<file path="config.mk">
export PLATFORM = sky130hd
export DESIGN_NAME = hex_string_parser_core
export DESIGN_NICKNAME = d
export VERILOG_FILES = /design/src/rtl/core/hsp_pkg.sv /design/src/rtl/core/hex_string_parser_core.sv /design/src/rtl/core/hsp_in_stage.sv /design/src/rtl/core/hsp_parse_step.sv /design/src/rtl/core/hsp_out_stage.sv
export SDC_FILE = /design/constraint.sdc
export NUM_CORES = 1
export LEC_CHECK = 0
export BUFFER_PORTS_ARGS = -buffer_cell sky130_fd_sc_hd__buf_2
export CORE_ASPECT_RATIO = 0.9
export CORE_MARGIN = 1
export CORE_UTILIZATION = 63
export DETAILED_ROUTE_END_ITERATION = 16
export GPL_TIMING_DRIVEN = 0
export PLACE_DENSITY_LB_ADDON = 0.05
export SYNTH_ARGS = -nofsm -noshare
export SYNTH_HDL_FRONTEND = slang
export SYNTH_HIERARCHICAL = 1
export SYNTH_SLANG_ARGS = --single-unit
export TNS_END_PERCENT = 5
</file>
<file path="constraint.sdc">
create_clock -name i_clk -period 9.8 [get_ports i_clk]
set_clock_uncertainty 0.1 [all_clocks]
set_input_delay 1.96 -clock i_clk [delete_from_list [all_inputs] [get_ports i_clk]]
set_output_delay 1.96 -clock i_clk [all_outputs]
set_load 0.1 [all_outputs]
</file>
<file path="src/rtl/core/hsp_pkg.sv">
package hsp_pkg;

    typedef struct packed {
        logic [7:0] ch;
        logic       has_char;
        logic       is_last;
    } t_in_beat;

    typedef struct packed {
        logic        ok;
        logic [63:0] value;
    } t_out_beat;

    typedef struct packed {
        logic take;
        logic emit;
    } t_stage_ctl;

    typedef enum logic [5:0] {
        PH_LEAD   = 6'b000001,
        PH_ZERO   = 6'b000010,
        PH_PREFIX = 6'b000100,
        PH_DIGITS = 6'b001000,
        PH_TRAIL  = 6'b010000,
        PH_BAD    = 6'b100000
    } t_phase;

    localparam logic [7:0] C_TAB       = 8'd9;
    localparam logic [7:0] C_CR        = 8'd13;
    localparam logic [7:0] C_SPACE     = 8'd32;
    localparam logic [7:0] C_DOLLAR    = 8'h24;
    localparam logic [7:0] C_ZERO      = 8'h30;
    localparam logic [7:0] C_NINE      = 8'h39;
    localparam logic [7:0] C_LO_A      = 8'h61;
    localparam logic [7:0] C_LO_F      = 8'h66;
    localparam logic [7:0] C_UP_A      = 8'h41;
    localparam logic [7:0] C_UP_F      = 8'h46;
    localparam logic [7:0] C_LO_X      = 8'h78;
    localparam logic [7:0] C_UP_X      = 8'h58;
    localparam logic [7:0] C_TEN       = 8'd10;
    localparam logic [63:0] C_MAX_RST  = 64'hFFFF_FFFF_FFFF_FFFF;

endpackage

</file>
<file path="src/rtl/core/hex_string_parser_core.sv">
// Hex string parser: one ASCII character per input beat, one verdict per string.
// Input channel (i_in_valid / o_in_stall / i_in): each beat carries a character,
// a has_char flag (clear for a beat with no character, e.g. an empty string)
// and is_last, which closes the string. Output channel (o_out_valid /
// i_out_stall / o_out): one beat per string with ok and value; value is zero
// when ok is clear. Configuration channel (i_cfg_valid / o_cfg_ready /
// i_cfg_data) writes the value ceiling; write it only while no string is in flight.
// A last beat is registered in the input stage; its result is then loaded into the
// output register once that is free, and is offered to the receiver from there.
// Throughput: one character per cycle while o_in_stall is low, set by the update of the
// parse phase and the 64-bit accumulator with its subtract-and-shift range check.
// Reset (synchronous, i_rst_n low) empties both stages, returns the parser to
// the leading-whitespace phase with a zero accumulator, and sets the ceiling to
// all ones. When the receiver stalls, the result is held in the output
// register; the input keeps taking non-last beats, and a last beat waits in
// the input register, which raises o_in_stall for the following beat.
module hex_string_parser_core (
    input  logic               i_clk,
    input  logic               i_rst_n,
    input  logic               i_in_valid,
    output logic               o_in_stall,
    input  hsp_pkg::t_in_beat  i_in,
    output logic               o_out_valid,
    input  logic               i_out_stall,
    output hsp_pkg::t_out_beat o_out,
    input  logic               i_cfg_valid,
    output logic               o_cfg_ready,
    input  logic [63:0]        i_cfg_data
);

    logic [63:0]         r_ceiling;
    logic                stg_valid;
    hsp_pkg::t_in_beat   stg_beat;
    hsp_pkg::t_out_beat  res;
    hsp_pkg::t_stage_ctl ctl;
    logic                out_free;

    assign o_cfg_ready = 1'b1;

    always_ff @(posedge i_clk) begin
        if (!i_rst_n) begin
            r_ceiling <= hsp_pkg::C_MAX_RST;
        end else if (i_cfg_valid && o_cfg_ready) begin
            r_ceiling <= i_cfg_data;
        end
    end

    always_comb begin
        ctl.take = stg_valid && (!stg_beat.is_last || out_free);
        ctl.emit = ctl.take && stg_beat.is_last;
    end

    hsp_in_stage u_in (
        .i_clk      (i_clk),
        .i_rst_n    (i_rst_n),
        .i_in_valid (i_in_valid),
        .i_in       (i_in),
        .i_ctl      (ctl),
        .o_in_stall (o_in_stall),
        .o_valid    (stg_valid),
        .o_beat     (stg_beat)
    );

    hsp_parse_step u_parse (
        .i_clk     (i_clk),
        .i_rst_n   (i_rst_n),
        .i_ctl     (ctl),
        .i_beat    (stg_beat),
        .i_ceiling (r_ceiling),
        .o_res     (res)
    );

    hsp_out_stage u_out (
        .i_clk       (i_clk),
        .i_rst_n     (i_rst_n),
        .i_ctl       (ctl),
        .i_res       (res),
        .i_out_stall (i_out_stall),
        .o_free      (out_free),
        .o_out_valid (o_out_valid),
        .o_out       (o_out)
    );

    a_bad_is_zero: assert property (@(posedge i_clk) disable iff (!i_rst_n)
        (o_out_valid && !o_out.ok) |-> (o_out.value == 64'd0))
        else $error("invalid result carries a nonzero value");

    a_within_max: assert property (@(posedge i_clk) disable iff (!i_rst_n)
        (o_out_valid && o_out.ok) |-> (o_out.value <= r_ceiling))
        else $error("accepted value exceeds the ceiling");

    a_empty_no_stall: assert property (@(posedge i_clk) disable iff (!i_rst_n)
        !stg_valid |-> !o_in_stall)
        else $error("input stalled with an empty input stage");

    a_emit_has_room: assert property (@(posedge i_clk) disable iff (!i_rst_n)
        (o_out_valid && i_out_stall) |-> !ctl.emit)
        else $error("result written over a held output beat");

endmodule

</file>
<file path="src/rtl/core/hsp_in_stage.sv">
module hsp_in_stage (
    input  logic               i_clk,
    input  logic               i_rst_n,
    input  logic               i_in_valid,
    input  hsp_pkg::t_in_beat  i_in,
    input  hsp_pkg::t_stage_ctl i_ctl,
    output logic               o_in_stall,
    output logic               o_valid,
    output hsp_pkg::t_in_beat  o_beat
);

    logic              r_valid;
    logic              n_valid;
    hsp_pkg::t_in_beat r_beat;
    logic              accept;

    assign o_in_stall = r_valid && !i_ctl.take;
    assign accept     = i_in_valid && !o_in_stall;
    assign n_valid    = accept || (r_valid && !i_ctl.take);

    always_ff @(posedge i_clk) begin
        if (!i_rst_n) begin
            r_valid <= 1'b0;
        end else begin
            r_valid <= n_valid;
        end
    end

    always_ff @(posedge i_clk) begin
        if (accept) begin
            r_beat <= i_in;
        end
    end

    assign o_valid = r_valid;
    assign o_beat  = r_beat;

endmodule

</file>
<file path="src/rtl/core/hsp_parse_step.sv">
module hsp_parse_step (
    input  logic                i_clk,
    input  logic                i_rst_n,
    input  hsp_pkg::t_stage_ctl i_ctl,
    input  hsp_pkg::t_in_beat   i_beat,
    input  logic [63:0]         i_ceiling,
    output hsp_pkg::t_out_beat  o_res
);

    hsp_pkg::t_phase r_phase;
    hsp_pkg::t_phase n_phase;
    hsp_pkg::t_phase ph_c;
    logic [63:0]     r_acc;
    logic [63:0]     n_acc;
    logic [63:0]     acc_c;
    logic [7:0]      c;
    logic            is_ws;
    logic            is_dig;
    logic [3:0]      dig;
    logic [63:0]     dig_w;
    logic [63:0]     room;
    logic            fits;
    logic            good;

    assign c     = i_beat.ch;
    assign is_ws = ((c >= hsp_pkg::C_TAB) && (c <= hsp_pkg::C_CR)) || (c == hsp_pkg::C_SPACE);

    always_comb begin
        is_dig = 1'b1;
        dig    = 4'd0;
        if ((c >= hsp_pkg::C_ZERO) && (c <= hsp_pkg::C_NINE)) begin
            dig = 4'(c - hsp_pkg::C_ZERO);
        end else if ((c >= hsp_pkg::C_LO_A) && (c <= hsp_pkg::C_LO_F)) begin
            dig = 4'(c - hsp_pkg::C_LO_A + hsp_pkg::C_TEN);
        end else if ((c >= hsp_pkg::C_UP_A) && (c <= hsp_pkg::C_UP_F)) begin
            dig = 4'(c - hsp_pkg::C_UP_A + hsp_pkg::C_TEN);
        end else begin
            is_dig = 1'b0;
        end
    end

    // value * 16 + d stays within max when d <= max and acc <= (max - d) / 16
    assign dig_w = {60'd0, dig};
    assign room  = (i_ceiling - dig_w) >> 4;
    assign fits  = (dig_w <= i_ceiling) && (r_acc <= room);

    always_comb begin
        ph_c  = r_phase;
        acc_c = r_acc;
        if (i_beat.has_char) begin
            unique case (r_phase)
                hsp_pkg::PH_LEAD: begin
                    if (is_ws) begin
                        ph_c = hsp_pkg::PH_LEAD;
                    end else if (c == hsp_pkg::C_DOLLAR) begin
                        ph_c = hsp_pkg::PH_PREFIX;
                    end else if (c == hsp_pkg::C_ZERO) begin
                        ph_c = hsp_pkg::PH_ZERO;
                    end else if (is_dig) begin
                        ph_c = fits ? hsp_pkg::PH_DIGITS : hsp_pkg::PH_BAD;
                    end else begin
                        ph_c = hsp_pkg::PH_BAD;
                    end
                end
                hsp_pkg::PH_ZERO: begin
                    if ((c == hsp_pkg::C_LO_X) || (c == hsp_pkg::C_UP_X)) begin
                        ph_c = hsp_pkg::PH_PREFIX;
                    end else if (is_ws) begin
                        ph_c = hsp_pkg::PH_TRAIL;
                    end else if (is_dig) begin
                        ph_c = fits ? hsp_pkg::PH_DIGITS : hsp_pkg::PH_BAD;
                    end else begin
                        ph_c = hsp_pkg::PH_BAD;
                    end
                end
                hsp_pkg::PH_PREFIX, hsp_pkg::PH_DIGITS: begin
                    if (is_dig) begin
                        ph_c = fits ? hsp_pkg::PH_DIGITS : hsp_pkg::PH_BAD;
                    end else if ((r_phase == hsp_pkg::PH_DIGITS) && is_ws) begin
                        ph_c = hsp_pkg::PH_TRAIL;
                    end else begin
                        ph_c = hsp_pkg::PH_BAD;
                    end
                end
                hsp_pkg::PH_TRAIL: begin
                    ph_c = is_ws ? hsp_pkg::PH_TRAIL : hsp_pkg::PH_BAD;
                end
                default: begin
                    ph_c = hsp_pkg::PH_BAD;
                end
            endcase
            if (is_dig && fits && (r_phase != hsp_pkg::PH_TRAIL) && (r_phase != hsp_pkg::PH_BAD)
                && !((r_phase == hsp_pkg::PH_LEAD) && (c == hsp_pkg::C_ZERO))) begin
                acc_c = {r_acc[59:0], dig};
            end
        end
    end

    assign good = (ph_c == hsp_pkg::PH_ZERO) || (ph_c == hsp_pkg::PH_DIGITS)
                  || (ph_c == hsp_pkg::PH_TRAIL);

    always_comb begin
        o_res.ok    = good;
        o_res.value = good ? acc_c : 64'd0;
    end

    always_comb begin
        n_phase = r_phase;
        n_acc   = r_acc;
        if (i_ctl.take) begin
            if (i_beat.is_last) begin
                n_phase = hsp_pkg::PH_LEAD;
                n_acc   = 64'd0;
            end else begin
                n_phase = ph_c;
                n_acc   = acc_c;
            end
        end
    end

    always_ff @(posedge i_clk) begin
        if (!i_rst_n) begin
            r_phase <= hsp_pkg::PH_LEAD;
            r_acc   <= 64'd0;
        end else begin
            r_phase <= n_phase;
            r_acc   <= n_acc;
        end
    end

endmodule

</file>
<file path="src/rtl/core/hsp_out_stage.sv">
module hsp_out_stage (
    input  logic                i_clk,
    input  logic                i_rst_n,
    input  hsp_pkg::t_stage_ctl i_ctl,
    input  hsp_pkg::t_out_beat  i_res,
    input  logic                i_out_stall,
    output logic                o_free,
    output logic                o_out_valid,
    output hsp_pkg::t_out_beat  o_out
);

    logic               r_valid;
    logic               n_valid;
    hsp_pkg::t_out_beat r_out;

    assign o_free  = !r_valid || !i_out_stall;
    assign n_valid = i_ctl.emit || (r_valid && i_out_stall);

    always_ff @(posedge i_clk) begin
        if (!i_rst_n) begin
            r_valid <= 1'b0;
        end else begin
            r_valid <= n_valid;
        end
    end

    always_ff @(posedge i_clk) begin
        if (i_ctl.emit) begin
            r_out <= i_res;
        end
    end

    assign o_out_valid = r_valid;
    assign o_out       = r_out;

endmodule
</file>
=== Word level (Yosys, flattened, before mapping) ===
Cells that the tools add are included.

* Bits of input ports: 79
* Output and inout bits: 68
* Word-level logic and storage cells: 94
* Bits in registers: 211

* Reduce and logical (&&, ||, !) cells: 31
* Multiplexer cells: 22
* Equal/unequal tests: 15
* Order comparisons: 10
* Add/subtract/negate cells: 6

{| class="wikitable"
|+ Operators by type and width
! cell !! count
|-
| $mux W64 || 3
|-
| $mux W6 || 12
|-
| $le A4 B64 Y1 || 1
|-
| $le A64 B60 Y1 || 1
|-
| $sub A64 B4 Y64 || 1
|-
| $eq A8 B6 Y1 const B || 3
|-
| $pmux W6 S4 || 1
|-
| $eq A8 B7 Y1 const B || 2
|-
| $ge A8 B7 Y1 const B || 2
|-
| $le A8 B7 Y1 const B || 2
|-
| $logic_and A1 B1 Y1 || 16
|-
| $eq A6 B2 Y1 const B || 2
|-
| $eq A6 B4 Y1 const B || 2
|-
| $eq A6 B5 Y1 const B || 2
|-
| $mux W4 || 3
|-
| $sub A4 B1 Y4 const B || 3
|-
| $add A4 B4 Y4 const B || 2
|-
| $ge A8 B4 Y1 const B || 1
|-
| $ge A8 B6 Y1 const B || 1
|-
| $le A8 B4 Y1 const B || 1
|-
| $le A8 B6 Y1 const B || 1
|-
| $logic_or A1 B1 Y1 || 8
|-
| $eq A6 B1 Y1 const B || 1
|-
| $eq A6 B3 Y1 const B || 1
|-
| 5 further kinds || 12
|}

=== Logic depth before layout (Yosys ltp) ===
* Depth in word-level cells: 18
* Gate-level depth with buffers: 29
* Depth with buffers taken out: 25

=== Hierarchy ===
Netlist, hierarchy kept.

{| class="wikitable"
|+ Modules (own cells, without submodules)
! module !! cells each !! instances !! area an instance (sq um) !! seq. area each (sq um)
|-
| hsp_parse_step || 803 || 1 || 6,145.9 || 1,401.3
|-
| hex_string_parser_core || 211 || 1 || 2,326.0 || 1,281.2
|-
| hsp_out_stage || 69 || 1 || 1,986.9 || 1,971.9
|-
| hsp_in_stage || 14 || 1 || 347.8 || 320.3
|}

=== Worst setup path after synthesis ===
OpenSTA, ideal clock, no wires.

* Kind: reg2reg
* From: register u_in.r_beat, in the netlist u_in/o_beat[5]
* To: register u_parse.r_acc[56]
* Slack: 3,126 ps
* Cell stages (with the launch flop): 28
* Library setup time: 59 ps
* Arrival: 6,516 ps
* Period minus slack after synthesis: 6,674 ps
* Path buffers: 4
* Data required time: 9,641 ps
* Cells stage by stage: edfxtp_1 or4b_1 a311oi_2 nor2b_1 o21ai_0 o21ai_0 inv_1 ha_1 a21oi_1 nand2_1 or4_1 or3_1 or2_2 clkbuf_1 or3_1 a21oi_1 ha_1 nand4_1 nor2_1 a22o_1 or4_1 a2111o_1 a211o_1 buf_2 nor3_4 buf_4 buf_6 a22o_1

* Cells in the longest elaborated chain, start to end: 15
* Elaborated cells on any way between the ends: 34
* Those cells by class: 6 x add/sub; 8 x order compare; 1 x eq/ne; 9 x mux; 10 x reduce/logical

{| class="wikitable"
|+ RTL lines
! item !! line !! text
|-
| from (decl) || hsp_in_stage.sv:14 || <nowiki>hsp_pkg::t_in_beat r_beat;</nowiki>
|-
| from (signal assigned) || hsp_in_stage.sv:31 || <nowiki>r_beat <= i_in;</nowiki>
|-
| $sub A4 B1 Y4, or another cell as far along || hsp_parse_step.sv:34, hsp_parse_step.sv:36 ||
|-
| $add A4 B4 Y4 / $logic_and A1 B1 Y1 (equally long branches) || hsp_parse_step.sv:34, hsp_parse_step.sv:36, hsp_parse_step.sv:35 ||
|-
| $mux W4 || hsp_parse_step.sv:35 || <nowiki>end else if ((c >= hsp_pkg::C_UP_A) && (c <= hsp_pkg::C_UP_F)) begin</nowiki>
|-
| $mux W4 || hsp_parse_step.sv:33 || <nowiki>end else if ((c >= hsp_pkg::C_LO_A) && (c <= hsp_pkg::C_LO_F)) begin</nowiki>
|-
| $mux W4 || hsp_parse_step.sv:31 || <nowiki>if ((c >= hsp_pkg::C_ZERO) && (c <= hsp_pkg::C_NINE)) begin</nowiki>
|-
| $sub A64 B4 Y64 || hsp_parse_step.sv:44 || <nowiki>assign room = (i_ceiling - dig_w) >> 4;</nowiki>
|-
| $le A64 B60 Y1 || hsp_parse_step.sv:45 || <nowiki>assign fits = (dig_w <= i_ceiling) && (r_acc <= room);</nowiki>
|-
| $logic_and A1 B1 Y1 || hsp_parse_step.sv:45 ||
|-
| $logic_and A1 B1 Y1 (3 in series) || hsp_parse_step.sv:92 || <nowiki>if (is_dig && fits && (r_phase != hsp_pkg::PH_TRAIL) && (r_phase != hsp_pkg::PH_BAD)</nowiki>
|-
| $logic_and A1 B1 Y1 * || hsp_parse_step.sv:93 || <nowiki>&& !((r_phase == hsp_pkg::PH_LEAD) && (c == hsp_pkg::C_ZERO))) begin</nowiki>
|-
| $mux W64 * || hsp_parse_step.sv:92 ||
|-
| $mux W64 * || hsp_parse_step.sv:50 || <nowiki>if (i_beat.has_char) begin</nowiki>
|-
| $mux W64 * || hsp_parse_step.sv:111 || <nowiki>if (i_beat.is_last) begin</nowiki>
|-
| to (signal assigned) || hsp_parse_step.sv:127 || <nowiki>r_acc <= n_acc;</nowiki>
|-
| to (decl) || hsp_parse_step.sv:13 || <nowiki>logic [63:0] r_acc;</nowiki>
|}

Every way passes the cells marked *; elsewhere a longest branch is shown, timed or not.
A chain may end at the register's enable or synchronous reset.

=== Worst setup path after layout ===
* From: register u_in.r_beat, in the netlist u_in/o_beat[5]
* To: register u_out.r_out, in the netlist u_out/o_out[45] (data pin)

* Cells in the longest elaborated chain, start to end: 18
* Elaborated cells on any way between the ends: 60
* Those cells by class: 6 x add/sub; 10 x order compare; 8 x eq/ne; 20 x mux; 16 x reduce/logical

{| class="wikitable"
|+ RTL lines
! item !! line !! text
|-
| $sub A4 B1 Y4, or another cell as far along || hsp_parse_step.sv:34, hsp_parse_step.sv:36 ||
|-
| $add A4 B4 Y4 / $logic_and A1 B1 Y1 (equally long branches) || hsp_parse_step.sv:34, hsp_parse_step.sv:36, hsp_parse_step.sv:35 ||
|-
| $mux W4 || hsp_parse_step.sv:35 ||
|-
| $mux W4 || hsp_parse_step.sv:33 ||
|-
| $mux W4 || hsp_parse_step.sv:31 ||
|-
| $sub A64 B4 Y64 || hsp_parse_step.sv:44 ||
|-
| $le A64 B60 Y1 || hsp_parse_step.sv:45 ||
|-
| $logic_and A1 B1 Y1 || hsp_parse_step.sv:45 ||
|-
| [2 not listed] || - ||
|-
| $mux W6 || hsp_parse_step.sv:57 || <nowiki>end else if (c == hsp_pkg::C_ZERO) begin</nowiki>
|-
| $mux W6 || hsp_parse_step.sv:55 || <nowiki>end else if (c == hsp_pkg::C_DOLLAR) begin</nowiki>
|-
| $mux W6 || hsp_parse_step.sv:53 || <nowiki>if (is_ws) begin</nowiki>
|-
| $pmux W6 S4 || hsp_parse_step.sv:51 || <nowiki>unique case (r_phase)</nowiki>
|-
| $mux W6 || hsp_parse_step.sv:50 ||
|-
| $eq A6 B2 Y1 / $eq A6 B4 Y1 (equally long branches) || hsp_parse_step.sv:99 || <nowiki>assign good = (ph_c == hsp_pkg::PH_ZERO) || (ph_c == hsp_pkg::PH_DIGITS)</nowiki>
|-
| $logic_or A1 B1 Y1 || hsp_parse_step.sv:99 ||
|-
| $logic_or A1 B1 Y1 || hsp_parse_step.sv:100 || <nowiki>|| (ph_c == hsp_pkg::PH_TRAIL);</nowiki>
|-
| to (signal assigned) || hsp_out_stage.sv:29 || <nowiki>r_out <= i_res;</nowiki>
|-
| to (decl) || hsp_out_stage.sv:14 || <nowiki>hsp_pkg::t_out_beat r_out;</nowiki>
|}

Parallel ways exist; a longest one is shown, timed or not.

==> impl_metrics.py <==
metrics = {
    "placed_design": {
        "dpl.hpwl_um": 18500,
        "routabilityCongestion": 0.911,
        "place_area_um2": 11800,
        "io_buffers": 144,
    },
    "floorplan": {
        "core-area_um2": 16800,
        "initial_core_util": 0.642,
        "fp.dieH_um": 126,
        "die_w_um": 140,
        "rows": 45,
        "io_pins": 147,
        "die-area_um2": 17700,
    },
    "cells_and_area": {
        "fillers": 1240,
        "layout-drive-gt1-share": 0.188,
        "area_growth_syn_to_layout_pct": 16.3,
        "mostFrequentLayoutCell": "nand2_1",
        "nNetsFinal": 1413,
        "stdcell_area_um2": 12600,
        "mostFrequentLayoutCells": "nand2_1 (219), buf_2 (172), dfxtp_1 (136)",
    },
    "grt": {
        "antenna_found_initial": 2,
        "overflow": 0,
        "grt_pass1_wl_um": 40100,
        "grt_util_all_layers": 0.287,
        "first_global_vias": 7953,
        "grt_max_degree": 41,
    },
    "setup_path": {
        "slowest_stage": "a211oi_2",
        "reg2reg_slack_ns": 1.56,
        "cp_num_cells": 25,
        "rr_worst_depth": 25,
        "cp.required_ns": 10.06,
        "endpoint": "u_out/o_out[45]$_DFFE_PP_",
        "crit_type": "reg -> reg",
        "arrival_ns": 8.50,
        "worstSetupStartpointType": "flop",
        "cp_max_fo": 10,
        "critPathBufInv": 4,
        "startpoint": "u_in/o_beat[5]$_DFFE_PP_",
        "cp_top_family": "simple AND/OR/NAND/NOR gates",
        "r2r-end": "u_out/o_out[45]$_DFFE_PP_",
        "critPathMaxStageDelay_ns": 0.58,
        "crit_path_end_kind": "flop",
        "r2r-start": "u_in/o_beat[5]$_DFFE_PP_",
    },
    "synth": {
        "synth.distinct_cells": 72,
        "synth_top_family_by_area": "simple AND/OR/NAND/NOR gates",
        "syn_area_per_cell_um2": 9.85,
        "yosysSeqAreaShare": 0.460,
        "synth_ff_type": "dfxtp_1",
        "synth_area_um2": 10800,
        "ys_seq_elements": 211,
        "syn_inst": 1097,
        "yosys.area_share.simple": 0.174,
        "synth_warnings": 6,
        "synthMuxAreaShare": 0.0623,
        "synth_fp_nets": 1244,
        "async_flop_share": 0,
        "synthAdderAreaFrac": 0.0787,
        "synth-xor-area-share": 0.0397,
        "synth_compound_area_frac": 0.145,
        "synth_edf_count": 75,
    },
    "clock_tree": {
        "cts-root-buf": "clkbuf_16",
        "cts.sinks": 211,
        "hold_buffers": 0,
        "cts_setup_buffers": 0,
        "cts_tree": "yes",
        "cts_resized": 0,
        "clk_pin_slew_worst_paths_ns": 0.06,
        "cts_buffers": 22,
        "clock_latency_ns": 0.51,
        "h-tree-depth": 1,
        "clock_path_buffers": 3,
    },
    "worst_hold_path": {
        "hold_path_startpoint": "r_ceiling[3]$_SDFFE_PN1P_",
        "min_path_type": "reg -> reg",
    },
    "sta": {
        "max_slew_margin": 0.211,
        "rsz0062_at_grt": "no",
        "final.period_utilization": 0.840,
        "worst_slew_pin_slew_ns": 1.17,
        "fmax_mhz": 121,
        "finalCriticalPeriod_ns": 8.24,
        "hold_viol": 0,
        "slew_violations": 0,
        "finalSetupViolations": 0,
        "finalSetupTns_ns": 0,
    },
    "power_and_ir_drop": {
        "combPwrFrac": 0.117,
        "seqPwrFrac": 0.466,
        "max-vdd-ir-drop_v": 0.000155,
        "p_per_area_nw_per_um2": 164,
        "switchingPower_w": 0.000535,
        "swShare": 0.259,
        "leakagePower_nw": 5.08,
        "internal-power_w": 0.00153,
        "power.share.clock": 0.416,
    },
    "routing": {
        "drt-initial-drc-count": 679,
        "wirelength_um": 24900,
        "viasPerCell": 5.86,
        "firstDrtPassIters": 5,
        "ant_nets": 0,
        "drc_errors": 0,
        "vias": 8754,
        "wl_per_cell_um": 16.7,
    },
    "run": {
        "drv_cap": 0,
    },
    "status": {
        "run_status": "completed",
    },
}
## kinds of logic (layout without fill, tap and decap cells)
family | after synthesis | count (layout)
other cells | 1 | 2
mux | 67 | 67
compound gates | 228 | 228
buf+inv | 74 | 259
xor+xnor | 49 | 49
simple gates | 399 | 399
flops | 211 | 211
fa+ha+maj | 68 | 68
## synth_stat cells (all sizes together) (16+ instances only)
master	count	area share
nand2	219	0.076
a22o	61	0.049
edfxtp	75	0.21
nor2	58	0.020
mux2i	65	0.060
a21oi	96	0.044
xnor2	34	0.028
ha	68	0.079
nor3	20	0.012
inv	16	0.0056
nor4	16	0.011
buf	45	0.029
dfxtp	136	0.25
nand4	16	0.0093
## per-stage QoR
step,utilization,hold WS [ns],std cells,worst slack [ns],power (W)
final,0.747,0.385,1494,1.56,0.00206
after global routing,0.747,0.426,1494,1.02,0.00213
after CTS,0.747,0.391,1493,1.68,0.00208
after detailed placement,0.702,0.375,1453,1.70,0.00122
after global placement,0.700,0.359,1452,1.82,0.00122
after floorplan,-,0.341,1097,3.13,0.00116
## routing by layer
metal,GRT usage,part of all wire
met5,0,0.00052
met4,0.120,0.037
met3,0.0471,0.060
met2,0.460,0.46
met1,0.386,0.44
## worst register-to-register path, cell delays in order, from the launching register on
cell	delay, ns
edfxtp_1	0.46
or4b_1	0.57
a311oi_2	0.49
nand2_1	0.11
o21ai_0	0.44
inv_1	0.09
ha_1	0.19
a21oi_1	0.46
nand2_1	0.27
or4_1	0.47
or3_1	0.35
or2_2	0.28
clkbuf_1	0.16
or3_1	0.32
a21oi_1	0.25
ha_1	0.31
nand4_1	0.13
nor2_1	0.06
a22o_1	0.19
or4_1	0.46
a2111o_1	0.50
a211oi_2	0.58
buf_2	0.37
buf_2	0.26
nand2_1	0.08
a21oi_1	0.16
## power by group through the flow
| stage | Combinational (W) | Clock (W) | Sequential [W] |
|---|---|---|---|
| 6_report | 0.000242 | 0.000859 | 0.000961 |
| 4_1_cts | 0.000242 | 0.000873 | 0.000961 |
| 3_3_place_gp | 0.000236 | 0 | 0.000980 |
| 2_1_floorplan | 0.000110 | 0 | 0.00105 |
| 5_1_grt | 0.000259 | 0.000906 | 0.000965 |
| 3_5_place_dp | 0.000242 | 0 | 0.000980 |
## state kept, by name, summed over array words and instances (netlist names)
register	count
u_in/o_valid	1
r_ceiling	64
u_out/o_out_valid	1
u_parse/r_acc	64
u_in/o_beat	10
u_parse/r_phase	6
u_out/o_out	65
## final cells by class
cell class	instances	area [um2]	area share
Clock inverter	9	100	0.00796
Antenna cell	1	2.50	0.000199
Tap cell	211	264	0.0210
Clock buffer	31	657	0.0522
Inverter	16	60.1	0.00478
Sequential cell	211	4970	0.396
Buffer	58	365	0.0291
Multi-Input combinational cell	812	5410	0.430
Timing Repair Buffer	145	741	0.0589
## worst min-delay path by stage
| stage | end | slack (ns) | cells past startpoint |
|---|---|---|---|
| 2_1_floorplan | r_ceiling[0]$_SDFFE_PN1P_ | 0.34 | 2 |
| 3_3_place_gp | r_ceiling[0]$_SDFFE_PN1P_ | 0.36 | 2 |
| 3_5_place_dp | r_ceiling[3]$_SDFFE_PN1P_ | 0.38 | 2 |
| 4_1_cts | r_ceiling[3]$_SDFFE_PN1P_ | 0.39 | 2 |
| 5_1_grt | r_ceiling[1]$_SDFFE_PN1P_ | 0.43 | 2 |
| 6_report | r_ceiling[3]$_SDFFE_PN1P_ | 0.38 | 2 |
No activity file was read; power rests on OpenSTA's default activity.
